File: config.mk
export PLATFORM = sky130hd
export DESIGN_NAME = base64_encoder_line_wrap
export DESIGN_NICKNAME = d
export VERILOG_FILES = /design/src/rtl/core/b64e_pkg.sv /design/src/rtl/core/b64e_front.sv /design/src/rtl/core/b64e_queue.sv /design/src/rtl/core/b64e_back.sv /design/src/rtl/core/base64_encoder_line_wrap.sv
export SDC_FILE = /design/constraint.sdc
export NUM_CORES = 1
export LEC_CHECK = 0
export BUFFER_PORTS_ARGS = -buffer_cell sky130_fd_sc_hd__buf_4
export CELL_PAD_IN_SITES_DETAIL_PLACEMENT = 0
export CELL_PAD_IN_SITES_GLOBAL_PLACEMENT = 2
export CORE_ASPECT_RATIO = 1.25
export CORE_MARGIN = 2
export CORE_UTILIZATION = 42
export CTS_CLUSTER_DIAMETER = 120
export DETAILED_ROUTE_END_ITERATION = 12
export GPL_TIMING_DRIVEN = 0
export PLACE_DENSITY_LB_ADDON = 0.1
export SLEW_MARGIN = 40
export SYNTH_ARGS = -nofsm -noshare
export SYNTH_HDL_FRONTEND = slang
export SYNTH_HIERARCHICAL = 1
export SYNTH_SLANG_ARGS = --single-unit
File: constraint.sdc
create_clock -name i_clk -period 4.8 [get_ports i_clk]
set_input_delay 1.2 -clock i_clk [delete_from_list [all_inputs] [get_ports i_clk]]
set_output_delay 1.2 -clock i_clk [all_outputs]
set_load 0.01 [all_outputs]
File: src/rtl/core/b64e_pkg.sv
// Shared types, character constants and the sextet alphabet for the Base64 encoder.
package b64e_pkg;

    // ASCII line feed and pad characters
    localparam logic [7:0] LF_CHAR       = 8'd10;
    localparam logic [7:0] PAD_CHAR      = 8'd61;
    // line length after reset
    localparam logic [7:0] LINE_LEN_INIT = 8'd76;

    // one classified input byte: up to four characters to send, in order
    typedef struct packed {
        logic [3:0][7:0] chars;   // chars[0] goes out first
        logic [1:0]      cnt_m1;  // number of characters minus one
        logic            eom;     // message ends after this group
    } t_job;

    // standard alphabet: A-Z a-z 0-9 + /
    function automatic logic [7:0] sextet_char(input logic [5:0] v);
        logic [7:0] w;
        logic [7:0] c;
        w = {2'b00, v};
        if (v < 6'd26) begin
            c = w + 8'd65;
        end else if (v < 6'd52) begin
            c = w + 8'd71;
        end else if (v < 6'd62) begin
            c = w - 8'd4;
        end else if (v == 6'd62) begin
            c = 8'd43;
        end else begin
            c = 8'd47;
        end
        return c;
    endfunction

endpackage

File: src/rtl/core/b64e_front.sv
// Front end: takes input beats, tracks the 3-byte grouping and builds character jobs.
module b64e_front
    import b64e_pkg::*;
(
    input  logic       i_clk,
    input  logic       i_rst_n,
    input  logic       i_valid,
    output logic       o_ready,
    input  logic [7:0] i_data_byte,
    input  logic       i_end_of_message,
    input  logic       i_q_full,
    output logic       o_push,
    output t_job       o_job
);

    logic [1:0] r_phase;
    logic [1:0] n_phase;
    logic [3:0] r_left;
    logic [3:0] n_left;

    assign o_ready = !i_q_full;
    assign o_push  = i_valid && !i_q_full;

    // split the byte into sextets according to the group phase
    always_comb begin
        o_job       = '0;
        o_job.eom   = i_end_of_message;
        n_phase     = r_phase;
        n_left      = r_left;
        case (r_phase)
            2'd1: begin
                o_job.chars[0] = sextet_char({r_left[1:0], i_data_byte[7:4]});
                n_left  = i_data_byte[3:0];
                n_phase = 2'd2;
                if (i_end_of_message) begin
                    o_job.chars[1] = sextet_char({i_data_byte[3:0], 2'b00});
                    o_job.chars[2] = PAD_CHAR;
                    o_job.cnt_m1   = 2'd2;
                end
            end
            2'd2: begin
                o_job.chars[0] = sextet_char({r_left, i_data_byte[7:6]});
                o_job.chars[1] = sextet_char(i_data_byte[5:0]);
                o_job.cnt_m1   = 2'd1;
                n_left  = 4'd0;
                n_phase = 2'd0;
            end
            default: begin
                o_job.chars[0] = sextet_char(i_data_byte[7:2]);
                n_left  = {2'b00, i_data_byte[1:0]};
                n_phase = 2'd1;
                if (i_end_of_message) begin
                    o_job.chars[1] = sextet_char({i_data_byte[1:0], 4'b0000});
                    o_job.chars[2] = PAD_CHAR;
                    o_job.chars[3] = PAD_CHAR;
                    o_job.cnt_m1   = 2'd3;
                end
            end
        endcase
        // end of message closes the group
        if (i_end_of_message) begin
            n_phase = 2'd0;
            n_left  = 4'd0;
        end
    end

    // group state advances on each accepted beat
    always_ff @(posedge i_clk) begin
        if (!i_rst_n) begin
            r_phase <= 2'd0;
            r_left  <= 4'd0;
        end else if (o_push) begin
            r_phase <= n_phase;
            r_left  <= n_left;
        end
    end

endmodule

File: src/rtl/core/b64e_queue.sv
// Small flop-based queue of character jobs between front and back end.
module b64e_queue
    import b64e_pkg::*;
#(
    parameter int DEPTH = 2
) (
    input  logic i_clk,
    input  logic i_rst_n,
    input  logic i_push,
    input  t_job i_job,
    output logic o_full,
    input  logic i_pop,
    output logic o_valid,
    output t_job o_job
);

    localparam int AW = (DEPTH > 1) ? $clog2(DEPTH) : 1;
    localparam int CW = $clog2(DEPTH + 1);

    t_job          r_mem [DEPTH];
    logic [AW-1:0] r_wr;
    logic [AW-1:0] r_rd;
    logic [CW-1:0] r_cnt;

    assign o_full  = (r_cnt == CW'(DEPTH));
    assign o_valid = (r_cnt != '0);
    assign o_job   = r_mem[r_rd];

    // entry storage
    always_ff @(posedge i_clk) begin
        if (i_push) begin
            r_mem[r_wr] <= i_job;
        end
    end

    // pointers and fill count
    always_ff @(posedge i_clk) begin
        if (!i_rst_n) begin
            r_wr  <= '0;
            r_rd  <= '0;
            r_cnt <= '0;
        end else begin
            if (i_push) begin
                r_wr <= (r_wr == AW'(DEPTH - 1)) ? '0 : r_wr + 1'b1;
            end
            if (i_pop) begin
                r_rd <= (r_rd == AW'(DEPTH - 1)) ? '0 : r_rd + 1'b1;
            end
            if (i_push && !i_pop) begin
                r_cnt <= r_cnt + 1'b1;
            end else if (i_pop && !i_push) begin
                r_cnt <= r_cnt - 1'b1;
            end
        end
    end

endmodule

File: src/rtl/core/b64e_back.sv
// Back end: sends job characters one per beat, inserts line feeds, drives the output register.
module b64e_back
    import b64e_pkg::*;
(
    input  logic       i_clk,
    input  logic       i_rst_n,
    input  logic [7:0] i_line_len,
    input  logic       i_q_valid,
    input  t_job       i_q_job,
    output logic       o_pop,
    output logic       o_valid,
    input  logic       i_ready,
    output logic [7:0] o_out_char,
    output logic       o_last_of_run
);

    logic       r_out_valid;
    logic [7:0] r_out_char;
    logic       r_out_last;
    logic [7:0] r_col;
    logic [1:0] r_idx;
    logic       r_lf;
    logic       r_lf_last;

    logic       load;
    logic [7:0] col_inc;
    logic       need_lf;
    logic       is_last;

    assign o_valid       = r_out_valid;
    assign o_out_char    = r_out_char;
    assign o_last_of_run = r_out_last;

    // next beat is loaded when the output slot is free or draining
    assign load    = i_q_valid && (!r_out_valid || i_ready);
    assign col_inc = (r_col == 8'd255) ? r_col : r_col + 8'd1;
    assign need_lf = (i_line_len != 8'd0) && (col_inc >= i_line_len);
    assign is_last = (r_idx == i_q_job.cnt_m1);
    assign o_pop   = load && (r_lf ? r_lf_last : (is_last && !need_lf));

    // output payload
    always_ff @(posedge i_clk) begin
        if (load) begin
            if (r_lf) begin
                r_out_char <= LF_CHAR;
                r_out_last <= r_lf_last;
            end else begin
                r_out_char <= i_q_job.chars[r_idx];
                r_out_last <= is_last && !need_lf;
            end
        end
    end

    // character sequencing and column count
    always_ff @(posedge i_clk) begin
        if (!i_rst_n) begin
            r_out_valid <= 1'b0;
            r_col       <= 8'd0;
            r_idx       <= 2'd0;
            r_lf        <= 1'b0;
            r_lf_last   <= 1'b0;
        end else begin
            if (load) begin
                r_out_valid <= 1'b1;
            end else if (i_ready) begin
                r_out_valid <= 1'b0;
            end
            if (load) begin
                if (r_lf) begin
                    r_lf <= 1'b0;
                end else if (need_lf) begin
                    r_col     <= 8'd0;
                    r_lf      <= 1'b1;
                    r_lf_last <= is_last;
                    r_idx     <= is_last ? 2'd0 : r_idx + 2'd1;
                end else begin
                    r_col <= (is_last && i_q_job.eom) ? 8'd0 : col_inc;
                    r_idx <= is_last ? 2'd0 : r_idx + 2'd1;
                end
            end
        end
    end

    // a pending line feed always sits behind a character still in the output slot
    a_lf_has_out : assert property (@(posedge i_clk) disable iff (!i_rst_n)
        r_lf |-> r_out_valid)
        else $error("line feed pending with empty output slot");

    // the job stays at the queue head until its line feed has gone
    a_lf_has_job : assert property (@(posedge i_clk) disable iff (!i_rst_n)
        r_lf |-> i_q_valid)
        else $error("line feed pending without a job");

    // character index stays within the job
    a_idx_range : assert property (@(posedge i_clk) disable iff (!i_rst_n)
        (i_q_valid && !r_lf) |-> (r_idx <= i_q_job.cnt_m1))
        else $error("character index past end of job");

    // a job is only retired once its last beat is loaded
    a_pop_last : assert property (@(posedge i_clk) disable iff (!i_rst_n)
        o_pop |=> (r_out_valid && r_out_last))
        else $error("job retired without a last beat");

endmodule

File: src/rtl/core/base64_encoder_line_wrap.sv
// Top level of the streaming Base64 encoder with line wrapping.
//
//  channel  | valid        | ready         | payload
//  ---------+--------------+---------------+---------------------------------
//  input    | i_valid      | o_ready       | i_data_byte, i_end_of_message
//  output   | o_valid      | i_ready       | o_out_char, o_last_of_run
//  config   | i_cfg_valid  | o_cfg_ready   | i_cfg_data (line length)
//
// An accepted byte is written into the job queue and from there into the output register.
// The back end sends one character per cycle while the output is ready; a byte gives
// 1 to 8 characters, line feeds included, and its share of the output is set by that count.
// The job queue holds Q_DEPTH bytes, so input and output stall independently.
// Synchronous active-low reset clears group state, column and queue; line length
// returns to 76. Config beats are always accepted.
module base64_encoder_line_wrap
    import b64e_pkg::*;
#(
    parameter int Q_DEPTH = 2
) (
    input  logic       i_clk,
    input  logic       i_rst_n,
    input  logic       i_valid,
    output logic       o_ready,
    input  logic [7:0] i_data_byte,
    input  logic       i_end_of_message,
    output logic       o_valid,
    input  logic       i_ready,
    output logic [7:0] o_out_char,
    output logic       o_last_of_run,
    input  logic       i_cfg_valid,
    output logic       o_cfg_ready,
    input  logic [7:0] i_cfg_data
);

    logic [7:0] r_line_len;
    logic       q_full;
    logic       q_push;
    logic       q_pop;
    logic       q_valid;
    t_job       push_job;
    t_job       head_job;

    // line length register
    assign o_cfg_ready = 1'b1;
    always_ff @(posedge i_clk) begin
        if (!i_rst_n) begin
            r_line_len <= LINE_LEN_INIT;
        end else if (i_cfg_valid) begin
            r_line_len <= i_cfg_data;
        end
    end

    b64e_front u_front (
        .i_clk            (i_clk),
        .i_rst_n          (i_rst_n),
        .i_valid          (i_valid),
        .o_ready          (o_ready),
        .i_data_byte      (i_data_byte),
        .i_end_of_message (i_end_of_message),
        .i_q_full         (q_full),
        .o_push           (q_push),
        .o_job            (push_job)
    );

    b64e_queue #(
        .DEPTH (Q_DEPTH)
    ) u_queue (
        .i_clk   (i_clk),
        .i_rst_n (i_rst_n),
        .i_push  (q_push),
        .i_job   (push_job),
        .o_full  (q_full),
        .i_pop   (q_pop),
        .o_valid (q_valid),
        .o_job   (head_job)
    );

    b64e_back u_back (
        .i_clk         (i_clk),
        .i_rst_n       (i_rst_n),
        .i_line_len    (r_line_len),
        .i_q_valid     (q_valid),
        .i_q_job       (head_job),
        .o_pop         (q_pop),
        .o_valid       (o_valid),
        .i_ready       (i_ready),
        .o_out_char    (o_out_char),
        .o_last_of_run (o_last_of_run)
    );

endmodule

== Word-level counts from Yosys, hierarchy flattened ==
Memory sizes are Yosys's and may differ from the RTL's. A register that Yosys moved wholly into a read port is not among the register bits.
Cells that the tools add are included.
Storage, ports and cells
  word-level logic and storage cells: 141
  bits of input ports: 22
  memories kept: 1
  RAM bits: 66
  register bits after elaboration: 40
Memories
  u_queue.r_mem: depth 2, bits a word 33, read ports 1, clocked after memory_dff 1, wr ports 1, line b64e_queue.sv:20  | t_job r_mem [DEPTH];
Operators by class
  equality and inequality tests: 9
  muxes and demuxes: 52
  add/sub/neg operators: 24
  bitwise operators: 1
  reduce and logical (&&, ||, !) cells: 21
  order comparisons: 20
Operators with widths (number)
  2-to-1 mux 8 bit: 22
  adder 6 x 7 -> 8 bit (second input constant): 12
  less-than comparator 6 bit (second input constant): 12
  subtractor 6 x 3 -> 7 bit (second input constant): 6
  less-than comparator 6 x 5 -> 1 bit (second input constant): 6
  one-hot mux 18 bit (2 select lines): 1
  == test 6 bit (second input constant): 4
  2-to-1 mux 22 bit: 1
  binary-select mux 8 bit (select 2 bit): 1
  one-hot mux 8 bit (2 select lines): 1
  2-to-1 mux 14 bit: 1
  2-to-1 mux 2 bit: 6
  2-to-1 mux 3 bit: 4
  2-to-1 mux 1 bit: 11
  adder 8 x 1 -> 8 bit (second input constant): 1
  == test 8 bit (second input constant): 1
  greater-or-equal comparator 8 bit: 1
  logical AND 1 bit: 8
  one-hot mux 4 bit (2 select lines): 1
  nonzero test 8 bit: 1
  2-to-1 mux 6 bit: 1
  nonzero test 2 bit: 3
  logical NOT 1 bit: 5
  adder 2 x 1 -> 2 bit (second input constant): 2
  other kinds (13): 15

== Longest topological paths before layout ==
  depth after elaboration: 11
  gate-level depth with buffers: 16

== By module ==
Netlist, hierarchy kept.
By module, submodules not included
  b64e_queue: seq. area each 2202.1 um^2, area each 2756.4 um^2, cells each 131, times used 1
  b64e_front: seq. area each 120.1 um^2, area each 2332.2 um^2, cells each 345, times used 1
  b64e_back: seq. area each 530.5 um^2, area each 1431.4 um^2, cells each 140, times used 1
  base64_encoder_line_wrap: seq. area each 160.2 um^2, area each 305.3 um^2, cells each 27, times used 1

== Worst setup path before layout ==
OpenSTA, ideal clock, no wires.
  kind: input to register
  from: in i_valid
  to: mem u_queue/r_mem[0][0] in the netlist's numbering, enable pin
  path buffers: 0
  slack: 1192 ps
  stages on the path: 3
  data arrival time: 3175 ps
  path through: nand2_1 -> inv_1 -> nor2b_1
Between the ends
  word-level cells in the longest chain between the ends: 3
RTL lines
  start: declaration: line base64_encoder_line_wrap.sv:22  | input logic i_valid,
  logical AND 1 bit: line b64e_front.sv:22  | assign o_push = i_valid && !i_q_full;
  net q_push: line base64_encoder_line_wrap.sv:37  | logic q_push;
  2-to-1 mux 1 bit: line b64e_queue.sv:31  | if (i_push) begin
  2-to-1 mux 1 bit (implied by the code): line b64e_queue.sv:32  | r_mem[r_wr] <= i_job;
  end: declaration: line b64e_queue.sv:20
The timed path passes the listed nets, and every way through them passes these cells.

== Final worst setup path ==
  from: reg u_back.r_col[0]
  to: reg u_queue.r_cnt[1]
Between the ends
  word-level cells in the longest chain between the ends: 11
RTL lines
  start: declaration: line b64e_back.sv:20  | logic [7:0] r_col;
  start signal: assignment: line b64e_back.sv:77  | r_col <= (is_last && i_q_job.eom) ? 8'd0 : col_inc;
  adder 8 x 1 -> 8 bit / == test 8 bit (equally long branches): line b64e_back.sv:36  | assign col_inc = (r_col == 8'd255) ? r_col : r_col + 8'd1;
  2-to-1 mux 8 bit *: line b64e_back.sv:36
  greater-or-equal comparator 8 bit *: line b64e_back.sv:37  | assign need_lf = (i_line_len != 8'd0) && (col_inc >= i_line_len);
  logical AND 1 bit *: line b64e_back.sv:37
  logical NOT 1 bit *: line b64e_back.sv:39  | assign o_pop = load && (r_lf ? r_lf_last : (is_last && !need_lf));
  logical AND 1 bit *: line b64e_back.sv:39
  2-to-1 mux 1 bit *: line b64e_back.sv:39
  logical AND 1 bit *: line b64e_back.sv:39
  net q_pop: line base64_encoder_line_wrap.sv:38  | logic q_pop;
  logical NOT 1 bit: line b64e_queue.sv:49  | if (i_push && !i_pop) begin
  logical AND 1 bit: line b64e_queue.sv:49
  2-to-1 mux 2 bit / nonzero test 2 bit (equally long branches)
  end signal: assignment: line b64e_queue.sv:50  | r_cnt <= r_cnt + 1'b1;
  end signal: assignment: line b64e_queue.sv:52  | r_cnt <= r_cnt - 1'b1;
  end: declaration: line b64e_queue.sv:23  | logic [CW-1:0] r_cnt;
The timed path passes the listed nets; every way through them passes the cells marked *.
A chain may end at the register's enable or synchronous reset.

==> reports/metrics.cfg <==
[status]
status=completed

[synth]
synth_edf_count=79
yosysWarnings=6
avgSynthCellArea_um2=10.6
yosysSeqAreaShare=0.441
netlist_area_um2=6830
async_flop_share=0
synth_cells=643
yosys.cell_types.count=79
ys_seq_elements=111
ys.flop_type=edfxtp_1

[grt]
grt.total_usage=0.195
globalRouteOverflowTotal=0
first_global_vias=4847
grt_pass1_wl_um=26400
antenna_found_initial=0
grt_max_degree=36

[setup_path]
crit_fanout=5
cp.required_ns=5.09
end_kind=flop
reg2reg_depth=13
r2r-start=u_back/r_col[0]
crit_arrival_ns=4.03
path_class=reg -> reg
cp_slowest_stage_delay_ns=0.44
path_cells=ha_1 > nand2_1 > nor3_1 > mux2_2 > ha_1 > a2111o_1 > nand3_1 > a32o_1 > and2_1 > inv_1 > ha_1 > or3_1 > a21boi_1
timing.rr.end=u_queue/r_cnt[1]
cpMaxStageDelayCell=nor3_1
cpMostUsedCell=ha_1
critPathLaunchType=flop
r2r_slack_ns=1.06

[timing]
drv_slew=0
tns_ns=0
setup_viol=0
fmax_ghz=0.267
relSlewSlack=0.544
tightest_slew_ns=0.681
fin_crit_ns=3.74
rsz0062_at_grt=false
finalHoldViolations=0
finalCritPeriodShare=0.779
clock_skew_ns=0.00792

[routing]
first_pass_iters=7
post_drt_wl_per_cell_um=18.2
post-route-drc-count=0
vias=5025
ant_nets=0
wirelength_um=16600
drt_iter0_markers=339
vias_per_cell=5.50

[clock_network]
cts_buffer_depth=2
cts.sinks=111
root_buffer=clkbuf_16
cts_max_level=3
post_cts.repair.setup_buffers=0
cts_tree=built
cts_hold_buffers=0
insertion_delay_ns=0.35
post_cts_resized=0
cts_inserted_buffers=9
path_clk_slew_ns=0.07

[pwr]
p_int_uw=2090
leakage_uw=0.00292
seqPwrFrac=0.429
combPwrFrac=0.341
power_density_nw_per_um2=392
ir_drop_mv=0.168
power_switching_uw=917
pwr-share-clk=0.230
switching_share=0.305

[placement]
place_hpwl_um=12500
place.gp.congestion=0.845
portBuffers=31
placedCellCount=897

[cells_and_area]
syn2layout_area_growth_pct=12.4
fillerInstances=1522
final_cell_count_no_fill=913
diodes=0
drive_gt1_frac=0.225
regArea_um2=3010
nets=745
multiInputGateArea_um2=3390

[floorplanning]
dieArea_um2=17300
start_util=0.425
core_um2=16100
die_h_um=147
pin_count=34
num_rows=52
die_x_um=118

[min_path]
hold_path_startpoint=u_back/r_lf_last
min-delay-path-class=reg -> reg
hold-path-endpoint=u_back/r_lf_last
whs_path_depth=2

[flow_run]
maxCapViolations=0

-- sequential cells by signal, indices dropped and copies added, names as in the netlist, 2 cells and up, named ones only --
| signal | cells |
|---|---|
| u_back/r_idx | 2 |
| u_queue/r_cnt | 2 |
| u_back/r_col | 8 |
| u_front/r_left | 4 |
| u_queue/r_mem | 70 |
| u_back/o_out_char | 8 |
| u_front/r_phase | 2 |
| r_line_len | 8 |
-- Yosys cell counts, drive strengths merged, types with 5 or more instances --
master | n | area [um2]
mux2 | 41 | 462
nor2b | 22 | 138
a31oi | 10 | 62.6
a22o | 9 | 78.8
o21ai | 28 | 140
edfxtp | 79 | 2370
o21a | 7 | 52.6
and2 | 12 | 77.6
mux2i | 12 | 120
nand3 | 23 | 115
nor3 | 14 | 75.1
inv | 31 | 116
a21oi | 17 | 100
nor2 | 26 | 97.6
buf | 46 | 307
ha | 31 | 388
mux4 | 8 | 184
or2 | 5 | 31.3
dfxtp | 32 | 641
o311ai | 5 | 43.8
nand2 | 48 | 180
clkbuf | 8 | 32.5
a21boi | 12 | 90.1
or3 | 5 | 36.3
a21o | 6 | 45.0
nand2b | 9 | 56.3
xnor2 | 13 | 114
a211o | 5 | 43.8
o211ai | 6 | 45.0
nand4 | 10 | 62.6
-- worst max-delay path by stage --
stage,from,slack (ns),to,cells after the start
final,u_back/r_col[0],1.06,u_queue/r_cnt[1],13
after global routing,u_back/r_col[0],0.76,u_queue/r_cnt[1],13
after CTS,u_back/r_col[0],1.05,u_queue/r_cnt[1],13
after detailed placement,i_data_byte[6],0.90,u_queue/r_mem[0][4],10
after global placement,i_valid,0.11,u_queue/r_mem[0][28],4
after floorplan,i_valid,1.19,u_queue/r_mem[0][0],3
-- logic make-up (layout without fill, tap and decap cells) --
family | after synthesis | in the layout | synth area share
xor+xnor | 17 | 17 | 0.0218
buf+inv | 85 | 134 | 0.0667
mux | 61 | 61 | 0.112
simple gates | 196 | 196 | 0.152
flops | 111 | 111 | 0.441
fa+ha+maj | 31 | 31 | 0.0568
compound gates | 140 | 140 | 0.148
other cells | 2 | 7 | 0.00110
-- routing by layer --
metal  routed length [um]  GRT usage
met4                  419     0.0813
met2                 8410      0.342
met1                 7230      0.243
met3                  570     0.0238
met5                    0          0
-- layout make-up --
class / count / share of cell area
Tap cell: 216 / 0.0352
Buffer: 54 / 0.0442
Multi-Input combinational cell: 452 / 0.441
Sequential cell: 111 / 0.393
Clock inverter: 5 / 0.00522
Timing Repair Buffer: 33 / 0.0359
Inverter: 31 / 0.0152
Clock buffer: 11 / 0.0303
-- layout by cell type (no fill, tap or decap), types with 13 or more instances in the layout --
master | netlist | layout
nand3_1 | 23 | 23
edfxtp_1 | 79 | 79
o21ai_0 | 28 | 28
a21oi_1 | 13 | 13
nand2_1 | 48 | 48
buf_2 | 20 | 20
xnor2_1 | 13 | 13
inv_1 | 31 | 31
ha_1 | 31 | 31
dfxtp_1 | 32 | 32
nor2b_1 | 22 | 21
nor2_1 | 26 | 26
nor3_1 | 13 | 13
buf_4 | 19 | 50
mux2_2 | 41 | 41
-- worst max-delay path, delay by kind of cell, from the launching register on --
family,cells,cell delay (ns)
mux,1,0.42
simple gates,5,1.26
buf+inv,1,0.08
compound gates,3,0.69
flops,1,0.39
fa+ha+maj,3,0.83
-- metrics by stage --
step           hold WS [ns]  setup slack, ns  utilization  total power, uW  cell area, um2
5_1_grt               0.513            0.756        0.477             3180            7670
2_1_floorplan         0.437             1.19            -             2030            6840
4_1_cts               0.476             1.05        0.477             3050            7670
3_3_place_gp          0.446            0.114        0.457             2320            7350
3_5_place_dp          0.463            0.899        0.460             2350            7400
6_report              0.472             1.06        0.477             3010            7670
-- power groups by stage --
stage | clock [uW] | sequential [uW] | combinational, uW
floorplan | 0 | 1320 | 705
global placement | 0 | 1310 | 1000
detailed placement | 0 | 1310 | 1030
CTS | 716 | 1290 | 1040
global route | 744 | 1310 | 1130
finish | 693 | 1290 | 1030
Power figures use the tool's default switching activity.
